==> src/design/psf_pkg.sv <==
// Shared constants and control types for the per-sender sequence filter.
`timescale 1ns / 1ps
`default_nettype none
package psf_pkg;

	// Default number of teammate slots.
	localparam int SLOTS_DEF = 13;

	// Field widths.
	localparam int PLAYER_W = 8;
	localparam int TEAM_W   = 8;
	localparam int SEQ_W    = 32;
	localparam int COST_W   = 24;
	localparam int TIME_W   = 32;
	localparam int CFG_IDX_W  = 8;
	localparam int CFG_DATA_W = 32;

	// Operation codes.
	localparam logic OP_PACKET = 1'b0;
	localparam logic OP_QUERY  = 1'b1;

	// Configuration register indexes.
	localparam logic [CFG_IDX_W-1:0] REG_OWN_PLAYER       = 8'd0;
	localparam logic [CFG_IDX_W-1:0] REG_OWN_TEAM         = 8'd1;
	localparam logic [CFG_IDX_W-1:0] REG_ACCEPTANCE_GAP   = 8'd2;
	localparam logic [CFG_IDX_W-1:0] REG_FRESHNESS_TIMEOUT = 8'd3;

	// Configuration reset values.
	localparam logic [PLAYER_W-1:0] OWN_PLAYER_RST = 8'd1;
	localparam logic [TEAM_W-1:0]   OWN_TEAM_RST   = 8'd0;
	localparam logic [TIME_W-1:0]   GAP_RST        = 32'd2000;
	localparam logic [TIME_W-1:0]   FRESH_RST      = 32'd2000;

	// Commands from the controller to the datapath.
	typedef struct packed {
		logic load;        // capture the incoming word
		logic pkt_rd;      // read the sender's slot
		logic pkt_commit;  // decide and store a packet
		logic walk_rd;     // read the next slot of a query walk
	} psf_cmd_t;

	// Status from the datapath to the controller.
	typedef struct packed {
		logic walk_last;   // the walk is reading the final slot
	} psf_sts_t;

endpackage
`default_nettype wire

==> src/design/psf_ctrl.sv <==
// Controller state machine for the per-sender sequence filter.
`timescale 1ns / 1ps
`default_nettype none
module psf_ctrl (
	input  wire logic              clk,
	input  wire logic              arst_n,
	input  wire logic              start,
	input  wire logic              op,
	input  wire psf_pkg::psf_sts_t sts,
	output psf_pkg::psf_cmd_t      cmd,
	output logic                   busy,
	output logic                   done
);
	import psf_pkg::*;

	typedef enum logic [2:0] {
		ST_IDLE,
		ST_PKT_RD,
		ST_PKT_DEC,
		ST_WALK,
		ST_TAIL
	} state_t;

	state_t state_q;
	logic   busy_q;
	logic   done_q;

	// Command decode from the current state.
	always_comb begin
		cmd            = '0;
		cmd.load       = (state_q == ST_IDLE) && start;
		cmd.pkt_rd     = (state_q == ST_PKT_RD);
		cmd.pkt_commit = (state_q == ST_PKT_DEC);
		cmd.walk_rd    = (state_q == ST_WALK);
	end

	// State register with registered busy and done strobe.
	always_ff @(posedge clk or negedge arst_n) begin
		if (!arst_n) begin
			state_q <= ST_IDLE;
			busy_q  <= 1'b0;
			done_q  <= 1'b0;
		end else begin
			done_q <= 1'b0;
			case (state_q)
				ST_IDLE: begin
					if (start) begin
						busy_q  <= 1'b1;
						state_q <= (op == OP_QUERY) ? ST_WALK : ST_PKT_RD;
					end
				end
				ST_PKT_RD: begin
					state_q <= ST_PKT_DEC;
				end
				ST_PKT_DEC: begin
					busy_q  <= 1'b0;
					done_q  <= 1'b1;
					state_q <= ST_IDLE;
				end
				ST_WALK: begin
					if (sts.walk_last) begin
						state_q <= ST_TAIL;
					end
				end
				ST_TAIL: begin
					busy_q  <= 1'b0;
					done_q  <= 1'b1;
					state_q <= ST_IDLE;
				end
				default: begin
					busy_q  <= 1'b0;
					state_q <= ST_IDLE;
				end
			endcase
		end
	end

	assign busy = busy_q;
	assign done = done_q;

endmodule
`default_nettype wire

==> src/design/psf_dp.sv <==
// Datapath of the per-sender sequence filter: registers, slot memory and compares.
`timescale 1ns / 1ps
`default_nettype none
module psf_dp #(
	parameter int SLOTS = psf_pkg::SLOTS_DEF
) (
	input  wire logic                            clk,
	input  wire logic                            arst_n,
	input  wire psf_pkg::psf_cmd_t               cmd,
	output psf_pkg::psf_sts_t                    sts,
	input  wire logic                            op,
	input  wire logic [psf_pkg::PLAYER_W-1:0]    sender_player,
	input  wire logic [psf_pkg::TEAM_W-1:0]      sender_team,
	input  wire logic [psf_pkg::SEQ_W-1:0]       packet_id,
	input  wire logic [psf_pkg::COST_W-1:0]      time_to_ball,
	input  wire logic [psf_pkg::TIME_W-1:0]      current_time,
	input  wire logic                            cfg_we,
	input  wire logic [psf_pkg::CFG_IDX_W-1:0]   cfg_index,
	input  wire logic [psf_pkg::CFG_DATA_W-1:0]  cfg_data,
	output logic                                 accepted,
	output logic                                 closest
);
	import psf_pkg::*;

	localparam int SLOT_W = $clog2(SLOTS);

	// Configuration registers.
	logic [PLAYER_W-1:0] own_player_q;
	logic [TEAM_W-1:0]   own_team_q;
	logic [TIME_W-1:0]   gap_q;
	logic [TIME_W-1:0]   fresh_q;

	// Captured item.
	logic [PLAYER_W-1:0] who_q;
	logic [TEAM_W-1:0]   team_q;
	logic [SEQ_W-1:0]    seq_q;
	logic [COST_W-1:0]   cost_q;
	logic [TIME_W-1:0]   now_q;

	// Slot store.
	logic [SLOTS-1:0]  slot_valid_q;
	logic [SEQ_W-1:0]  seq_mem  [SLOTS];
	logic [TIME_W-1:0] arr_mem  [SLOTS];
	logic [COST_W-1:0] cost_mem [SLOTS];

	// Registered read port.
	logic              vld_rd_s1;
	logic [SEQ_W-1:0]  seq_rd_s1;
	logic [TIME_W-1:0] arr_rd_s1;
	logic [COST_W-1:0] cost_rd_s1;
	logic              cmp_en_s1;

	logic [SLOT_W-1:0] walk_q;
	logic [SLOT_W-1:0] who_idx;
	logic [SLOT_W-1:0] rd_addr;
	logic              rd_en;
	logic [TIME_W-1:0] age;
	logic              in_range;
	logic              take;
	logic              beaten;
	logic              acc_q;
	logic              clo_q;

	// Configuration writes; unknown indexes are dropped.
	always_ff @(posedge clk or negedge arst_n) begin
		if (!arst_n) begin
			own_player_q <= OWN_PLAYER_RST;
			own_team_q   <= OWN_TEAM_RST;
			gap_q        <= GAP_RST;
			fresh_q      <= FRESH_RST;
		end else if (cfg_we) begin
			case (cfg_index)
				REG_OWN_PLAYER:        own_player_q <= cfg_data[PLAYER_W-1:0];
				REG_OWN_TEAM:          own_team_q   <= cfg_data[TEAM_W-1:0];
				REG_ACCEPTANCE_GAP:    gap_q        <= cfg_data[TIME_W-1:0];
				REG_FRESHNESS_TIMEOUT: fresh_q      <= cfg_data[TIME_W-1:0];
				default: ;
			endcase
		end
	end

	// Capture the item word at acceptance.
	always_ff @(posedge clk) begin
		if (cmd.load) begin
			who_q  <= sender_player;
			team_q <= sender_team;
			seq_q  <= packet_id;
			cost_q <= time_to_ball;
			now_q  <= current_time;
		end
	end

	// Walk counter over the slots.
	always_ff @(posedge clk or negedge arst_n) begin
		if (!arst_n) begin
			walk_q <= '0;
		end else if (cmd.load) begin
			walk_q <= '0;
		end else if (cmd.walk_rd) begin
			walk_q <= walk_q + SLOT_W'(1);
		end
	end

	assign sts.walk_last = (walk_q == SLOT_W'(SLOTS - 1));

	// Read address is the sender's slot for a packet, the walk index for a query.
	assign who_idx = who_q[SLOT_W-1:0];
	assign rd_addr = cmd.pkt_rd ? who_idx : walk_q;
	assign rd_en   = cmd.pkt_rd || cmd.walk_rd;

	always_ff @(posedge clk) begin
		if (rd_en) begin
			seq_rd_s1  <= seq_mem[rd_addr];
			arr_rd_s1  <= arr_mem[rd_addr];
			cost_rd_s1 <= cost_mem[rd_addr];
			vld_rd_s1  <= slot_valid_q[rd_addr];
		end
	end

	always_ff @(posedge clk or negedge arst_n) begin
		if (!arst_n) begin
			cmp_en_s1 <= 1'b0;
		end else begin
			cmp_en_s1 <= cmd.walk_rd;
		end
	end

	// Age of the slot that was read, modulo 2^32.
	assign age = now_q - arr_rd_s1;

	// Packet acceptance decision.
	assign in_range = (who_q != '0)
		&& ({1'b0, who_q} < (PLAYER_W + 1)'(SLOTS))
		&& (who_q != own_player_q)
		&& (team_q == own_team_q);
	assign take = in_range && (!vld_rd_s1 || (age > gap_q) || (seq_q > seq_rd_s1));

	// A fresh teammate with strictly lower cost defeats the query.
	assign beaten = vld_rd_s1 && (age < fresh_q) && (cost_q > cost_rd_s1);

	// Slot store writes.
	always_ff @(posedge clk) begin
		if (cmd.pkt_commit && take) begin
			seq_mem[who_idx]  <= seq_q;
			arr_mem[who_idx]  <= now_q;
			cost_mem[who_idx] <= cost_q;
		end
	end

	always_ff @(posedge clk or negedge arst_n) begin
		if (!arst_n) begin
			slot_valid_q <= '0;
		end else if (cmd.pkt_commit && take) begin
			slot_valid_q[who_idx] <= 1'b1;
		end
	end

	// Result registers.
	always_ff @(posedge clk or negedge arst_n) begin
		if (!arst_n) begin
			acc_q <= 1'b0;
			clo_q <= 1'b0;
		end else if (cmd.load) begin
			acc_q <= 1'b0;
			clo_q <= (op == OP_QUERY);
		end else begin
			if (cmd.pkt_commit) begin
				acc_q <= take;
			end
			if (cmp_en_s1 && beaten) begin
				clo_q <= 1'b0;
			end
		end
	end

	assign accepted = acc_q;
	assign closest  = clo_q;

endmodule
`default_nettype wire

==> src/design/per_sender_sequence_filter_top.sv <==
// Top level of the per-sender sequence filter.
//
// Usage: a word is taken when start is high and busy is low. op selects a
// received packet or a closest query. A packet is checked against its
// sender's slot and stored if it passes; a query walks every slot and
// reports whether our own cost is no greater than each fresh teammate's.
// Each word yields one result: done is high for exactly one cycle while
// accepted and closest hold the answer. The receiver cannot stall, so the
// result is simply presented for that cycle.
// Busy drops in the cycle done is high, so a new word can start then. A
// packet reads its sender's slot, then decides; a query walk steps through
// the slots over the single slot read port, one slot per cycle.
// Configuration uses its own write channel (cfg_valid, cfg_ready,
// cfg_index, cfg_data); cfg_ready is always high and writes belong to idle
// periods. Reset clears all slot valid marks and loads the register defaults.
`timescale 1ns / 1ps
`default_nettype none
module per_sender_sequence_filter_top #(
	parameter int SLOTS = psf_pkg::SLOTS_DEF
) (
	input  wire logic                            clk,
	input  wire logic                            arst_n,
	input  wire logic                            start,
	output logic                                 busy,
	input  wire logic                            op,
	input  wire logic [psf_pkg::PLAYER_W-1:0]    sender_player,
	input  wire logic [psf_pkg::TEAM_W-1:0]      sender_team,
	input  wire logic [psf_pkg::SEQ_W-1:0]       packet_id,
	input  wire logic [psf_pkg::COST_W-1:0]      time_to_ball,
	input  wire logic [psf_pkg::TIME_W-1:0]      current_time,
	output logic                                 done,
	output logic                                 accepted,
	output logic                                 closest,
	input  wire logic                            cfg_valid,
	output logic                                 cfg_ready,
	input  wire logic [psf_pkg::CFG_IDX_W-1:0]   cfg_index,
	input  wire logic [psf_pkg::CFG_DATA_W-1:0]  cfg_data
);
	import psf_pkg::*;

	psf_cmd_t cmd;
	psf_sts_t sts;

	assign cfg_ready = 1'b1;

	// Controller.
	psf_ctrl u_ctrl (
		.clk    (clk),
		.arst_n (arst_n),
		.start  (start),
		.op     (op),
		.sts    (sts),
		.cmd    (cmd),
		.busy   (busy),
		.done   (done)
	);

	// Datapath.
	psf_dp #(
		.SLOTS (SLOTS)
	) u_dp (
		.clk           (clk),
		.arst_n        (arst_n),
		.cmd           (cmd),
		.sts           (sts),
		.op            (op),
		.sender_player (sender_player),
		.sender_team   (sender_team),
		.packet_id     (packet_id),
		.time_to_ball  (time_to_ball),
		.current_time  (current_time),
		.cfg_we        (cfg_valid && cfg_ready),
		.cfg_index     (cfg_index),
		.cfg_data      (cfg_data),
		.accepted      (accepted),
		.closest       (closest)
	);

endmodule
`default_nettype wire
==> config.mk <==
export PLATFORM = sky130hd
export DESIGN_NAME = per_sender_sequence_filter_top
export DESIGN_NICKNAME = d
export VERILOG_FILES = /design/src/design/psf_pkg.sv /design/src/design/psf_ctrl.sv /design/src/design/psf_dp.sv /design/src/design/per_sender_sequence_filter_top.sv
export SDC_FILE = /design/constraint.sdc
export NUM_CORES = 2
export LEC_CHECK = 0
export BUFFER_PORTS_ARGS = -buffer_cell sky130_fd_sc_hd__buf_4
export CORE_MARGIN = 5
export CORE_UTILIZATION = 60
export CTS_CLUSTER_DIAMETER = 50
export DETAILED_ROUTE_END_ITERATION = 8
export PLACE_DENSITY = 0.76
export SLEW_MARGIN = 20
export SYNTH_ARGS = -nofsm -noshare
export SYNTH_HDL_FRONTEND = slang
export SYNTH_HIERARCHICAL = 1
export SYNTH_SLANG_ARGS = --single-unit
==> constraint.sdc <==
create_clock -name clk -period 39.2 [get_ports clk]
set_clock_uncertainty 0.2 [all_clocks]
set_input_delay 1.96 -clock clk [delete_from_list [all_inputs] [get_ports clk]]
set_output_delay 1.96 -clock clk [all_outputs]
set_load 0.03 [all_outputs]
Yosys cells after proc, flatten, opt, wreduce, memory -nomap -nowiden
Memories as Yosys holds them, arrays and structs flattened. A register that Yosys moved wholly into a read port is not among the register bits.
Index checks and enable logic that the tools add are counted.

operators by class
  add/sub/neg operators = 2
  $lt $le $gt $ge = 8
  equal/unequal tests = 12
  multiplexer cells = 20
  bitwise operators = 2
  reductions and logical operators = 28

operators by type and width
  operator               count
  $gt A32 B32 Y1         2
  $lt A32 B32 Y1         1
  $sub A32 B32 Y32       1
  $gt A24 B24 Y1         1
  $eq A8 B2 Y1 const B   2
  $or A13 B13 Y13        1
  $mux W4                3
  $reduce_and A2 Y1      6
  $logic_and A1 B1 Y1    10
  $lt A4 B5 Y1 const B   2
  $mux W1                10
  $pmux W3 S3            1
  $eq A8 B1 Y1 const B   1
  $eq A8 B8 Y1           1
  $logic_not A8 Y1       1
  $lt A8 B4 Y1 const B   1
  $ne A8 B8 Y1           1
  $reduce_bool A8 Y1     1
  $eq A3 B2 Y1 const B   2
  $mux W3                2
  $reduce_bool A2 Y1     3
  $add A4 B1 Y4 const B  1
  $bmux W1 S4            1
  $demux W1 S4           1
  12 further kinds       16

storage, ports and cells
  register bits = 210
  RAM bits = 1144
  input port bits = 149
  memories kept = 3

memories
  name           depth  width  rd ports  clocked after Yosys merged registers in  wr ports  line          RTL
  u_dp.arr_mem   13     32     1         1                                        1         psf_dp.sv:43  logic [TIME_W-1:0] arr_mem [SLOTS];
  u_dp.seq_mem   13     32     1         1                                        1         psf_dp.sv:42  logic [SEQ_W-1:0] seq_mem [SLOTS];
  u_dp.cost_mem  13     24     1         1                                        1         psf_dp.sv:44  logic [COST_W-1:0] cost_mem [SLOTS];

Longest topological paths before layout
  depth in word-level cells = 8
  depth in mapped cells = 22

By module
The synthesis kept the hierarchy.

by module, submodules not included
  module                          instances  cells each  area an instance (µm²)
  psf_dp                          1          3130        58154.5
  psf_ctrl                        1          25          266.5
  per_sender_sequence_filter_top  1          2           11.3

Worst setup path before layout
OpenSTA, ideal clock, no wires.

  path type = input-to-reg
  start point = in start
  end point = reg u_dp.clo_q, in the netlist u_dp/closest
  arrival = 13.229 ns
  slack = 25.624 ns
  stages on the path = 4
  buffers on the path = 1
  cells stage by stage = nor4b_1 > clkbuf_1 > mux2i_1 > a41oi_1

between the ends
  word-level cells in the longest chain between the ends = 2
  elaborated cells between the ends (all ways) = 3
  classes of those cells = mux: 1; reduce/logical: 2

ends and longest elaborated chain
  item                                           line                                  RTL
  start, declared                                per_sender_sequence_filter_top.sv:23  input wire logic start,
  $logic_and A1 B1 Y1 *                          psf_ctrl.sv:31                        cmd.load = (state_q == ST_IDLE) && start;
  $mux W1 or $reduce_bool A2 Y1 (tied branches)  --
  end signal, assigned                           psf_dp.sv:165                         clo_q <= (op == OP_QUERY);
  end, declared                                  psf_dp.sv:62                          logic clo_q;

Every way passes the cells marked *; elsewhere a longest branch is shown, timed or not.
A chain may end at the register's enable or synchronous reset.

Worst setup path after layout
  start point = reg u_dp.now_q[0]
  end point = mem u_dp.cost_mem[8][17] (enable)

between the ends
  word-level cells in the longest chain between the ends = 8

ends and longest elaborated chain
  item                             line           RTL
  start, declared                  psf_dp.sv:38   logic [TIME_W-1:0] now_q;
  start signal, assigned           psf_dp.sv:89   now_q <= current_time;
  $sub A32 B32 Y32                 psf_dp.sv:129  assign age = now_q - arr_rd_s1;
  $gt A32 B32 Y1                   psf_dp.sv:136  assign take = in_range && (!vld_rd_s1 || (age > gap_q) || (seq_q > seq_rd_s1));
  $logic_or A1 B1 Y1 (2 in a row)  psf_dp.sv:136
  $logic_and A1 B1 Y1              psf_dp.sv:136
  $logic_and A1 B1 Y1              psf_dp.sv:143  if (cmd.pkt_commit && take) begin
  $mux W1                          psf_dp.sv:143
  $mux W1 (implied by the code)    psf_dp.sv:146  cost_mem[who_idx] <= cost_q;
  end, declared                    psf_dp.sv:44

No other way between the ends.

==> qor.csv <==
metric,value,unit
crit_type,flip-flop to flip-flop,
r2r_setup_slack,31.63,ns
ys_warn_count,6,
clk_latency,0.76,ns
nNetsFinal,3766,
ys_seq_area_share,73.2,%
drc,0,
fin_crit,7.57,ns
synth_area_leader_cell,edfxtp_1,
cts_htree_levels,4,
core.rowCount,114,
async_flop_share,7.28,%
hold_path.class,flip-flop to flip-flop,
cp-start-kind,flip-flop,
power_density,71.7,nW/um^2
rr_worst_depth,23,
grtUsageMet3,4.88,%
worstReg2RegEnd,u_dp/cost_mem[8][17]$_DFFE_PP_,
hold_viol,0,
grt_pass1_wl,194000,um
synth_most_common_cell,edfxtp_1,
maxCapViolCount,0,
reg2reg_from,u_dp/now_q[0]$_DFFE_PP_,
slew_headroom,21.6,%
fp.dieW,322,um
cp.required,39.35,ns
clock_sinks,1442,
grt_max_degree,169,
cts_hold_buf,0,
netlist_top_cells_count,"edfxtp_1, mux4_2, nand2_1",
clkTransAtPathRegs,0.06,ns
cts_resized,0,
yosysTopAreaCellShare,68.7,%
syn-instance-count,3157,
synth-seq-cells,1442,
grt_usage,24.7,%
min_to,u_dp/slot_valid_q[0]$_DFFE_PN0P_,
final_util,68.6,%
die_y,322,um
drt_iter0_drc,3208,
antenna_found_initial,1,
dieArea,104000,sq um
cts_tree,yes,
fin_crit_sh,19.3,%
numCtsBuffers,151,
clock_path_buffers,3,
leakagePower,23.4,nW
overflow,0,
synth_edf_count,1337,
min_delay_path_depth,0,
dpl.hpwl,71600,um
drt_first_pass_iters,6,
syn-cell-area,58400,sq um
rsz0062_at_grt,false,
status,"complete, no violations",
use_met1,34.4,%
setup_viol,0,
end_kind,flip-flop,
drv_slew,0,
finalNonFillerCells,4862,
ir_worst_vdd,95.1,uV
worstMarginPinSlew,1.18,ns
cp_max_fo,54,
drt_wl_total,126000,um
diodes,0,
min_from,u_dp/slot_valid_q[0]$_DFFE_PN0P_,
gp_congestion,0.859,
grt_util_met2,40.9,%
drive_gt1_share,23.5,%
synth_flop_cell,edfxtp_1,
wl_per_cell,26.0,um
ys_types,82,
max_freq,132,MHz
top_usage_layer,met2,
vias_per_cell,6.24,
cts_setup_buffers,0,
num_vias,30400,
coreArea,96700,sq um
ant_nets,0,
tns,0,ns
syn_avg_cell_area,18.5,sq um
cts_root_buffer,clkbuf_16,
arrival,7.73,ns
ios,154,
port_buffers,152,
start_util,60.4,%
placed_cells,4586,
area_growth,13.5,%
ys_top_cells_by_area,"edfxtp_1, mux4_2, dfrtp_1",
grt_pass1_vias,32300,
[per-stage QoR]
step	area [sq um]	hold WS (ns)	total power [mW]	setup slack, ns
3_3_place_gp	61400	0.167	3.32	31.78
2_1_floorplan	58800	0.224	3.00	25.62
4_1_cts	66300	0.177	4.78	31.61
6_report	66300	0.171	4.75	31.63
3_5_place_dp	61400	0.164	3.38	31.69
5_1_grt	66300	0.195	5.00	31.23
[power by group]
part           total, mW  internal [mW]  switching (mW)
clock               1.39          0.796           0.590
sequential          1.97           1.87          0.0963
combinational       1.40          0.617           0.780
total               4.75           3.29            1.47
[how the worst max path moves through the flow]
stage / startpoint / endpoint / slack [ns] / depth (start not counted)
after floorplan: start / u_dp/closest$_DFFE_PN0P_ / 25.62 / 4
after global placement: u_dp/now_q[0]$_DFFE_PP_ / u_dp/cost_mem[6][17]$_DFFE_PP_ / 31.78 / 23
after global routing: u_dp/now_q[0]$_DFFE_PP_ / u_dp/seq_mem[6][3]$_DFFE_PP_ / 31.23 / 23
final: u_dp/now_q[0]$_DFFE_PP_ / u_dp/cost_mem[8][17]$_DFFE_PP_ / 31.63 / 23
after detailed placement: u_dp/now_q[0]$_DFFE_PP_ / u_dp/arr_mem[6][24]$_DFFE_PP_ / 31.69 / 23
after CTS: u_dp/now_q[0]$_DFFE_PP_ / u_dp/cost_mem[6][17]$_DFFE_PP_ / 31.61 / 23
[metal layers]
layer | wire length, um | vias up | share of wire [%]
met5 | 0 | - | 0
met4 | 3030 | 0 | 2.4
met3 | 10900 | 222 | 8.6
met2 | 62800 | 1334 | 50
met1 | 49700 | 15700 | 39
li1 | - | 13100 | -
[worst max-delay path: stages (launching register included)]
cell and delay (ns):
edfxtp_1 0.58, inv_1 0.13, ha_1 0.17, inv_1 0.07
fa_1 0.40, a21oi_1 0.34, a2bb2oi_1 0.39, o2bb2ai_1 0.24
o2111ai_1 0.30, nand3_1 0.15, a31oi_1 0.19, o21bai_1 0.09
xor2_1 0.18, ha_1 0.32, nand4_1 0.14, or2_1 0.29
nor3_1 0.38, inv_1 0.08, a31oi_1 0.19, o21ai_0 0.13
a21o_1 0.43, nor4_2 0.30, buf_4 0.57, buf_4 0.85
[state kept, by name, summed over array words and instances (netlist names), 3 cells and up]
| register | count |
|---|---|
| u_ctrl/state_q | 3 |
| u_dp/arr_mem | 416 |
| u_dp/arr_rd_s1 | 32 |
| u_dp/cost_mem | 312 |
| u_dp/cost_q | 24 |
| u_dp/cost_rd_s1 | 24 |
| u_dp/fresh_q | 32 |
| u_dp/gap_q | 32 |
| u_dp/now_q | 32 |
| u_dp/own_player_q | 8 |
| u_dp/own_team_q | 8 |
| u_dp/seq_mem | 416 |
| u_dp/seq_q | 32 |
| u_dp/seq_rd_s1 | 32 |
| u_dp/slot_valid_q | 13 |
| u_dp/team_q | 8 |
| u_dp/walk_q | 4 |
| u_dp/who_q | 8 |
[cells in the final DEF, fill, tap and decap left out, types with 59 or more instances in the layout]
cell / synthesis / layout
ha_1: 152 / 152
conb_1: 2 / 89
a211oi_1: 94 / 94
buf_4: 24 / 204
edfxtp_1: 1337 / 1337
a31oi_1: 92 / 92
inv_1: 167 / 167
mux4_2: 267 / 267
a21oi_1: 59 / 59
nand2_1: 206 / 206
dfrtp_1: 92 / 92
clkbuf_16: 0 / 152
mux2_2: 81 / 80
and2_1: 96 / 96
[layout make-up]
class / instances / area (sq um)
sequential: 1442 / 42800
tap: 1276 / 1600
multi-input combinational: 1493 / 14800
clock inverter: 96 / 955
fill: 6016 / 30400
timing repair buffer: 209 / 1640
inverter: 167 / 627
clock buffer: 179 / 3910
[cell families (layout without fill, tap and decap cells)]
logic type | Yosys count | in the layout | synth area share (%)
adders and majority gates | 153 | 153 | 3.29
DFF | 1442 | 1442 | 73.2
xor gates and xnor gates | 45 | 45 | 0.675
muxes | 355 | 355 | 12.0
buffers and inverters | 309 | 651 | 2.26
and+or+nand+nor | 469 | 469 | 4.07
other | 2 | 89 | 0.0129
AOI/OAI and AO/OA | 382 | 382 | 4.48
Note: power is estimated with default switching activity, not from simulation.
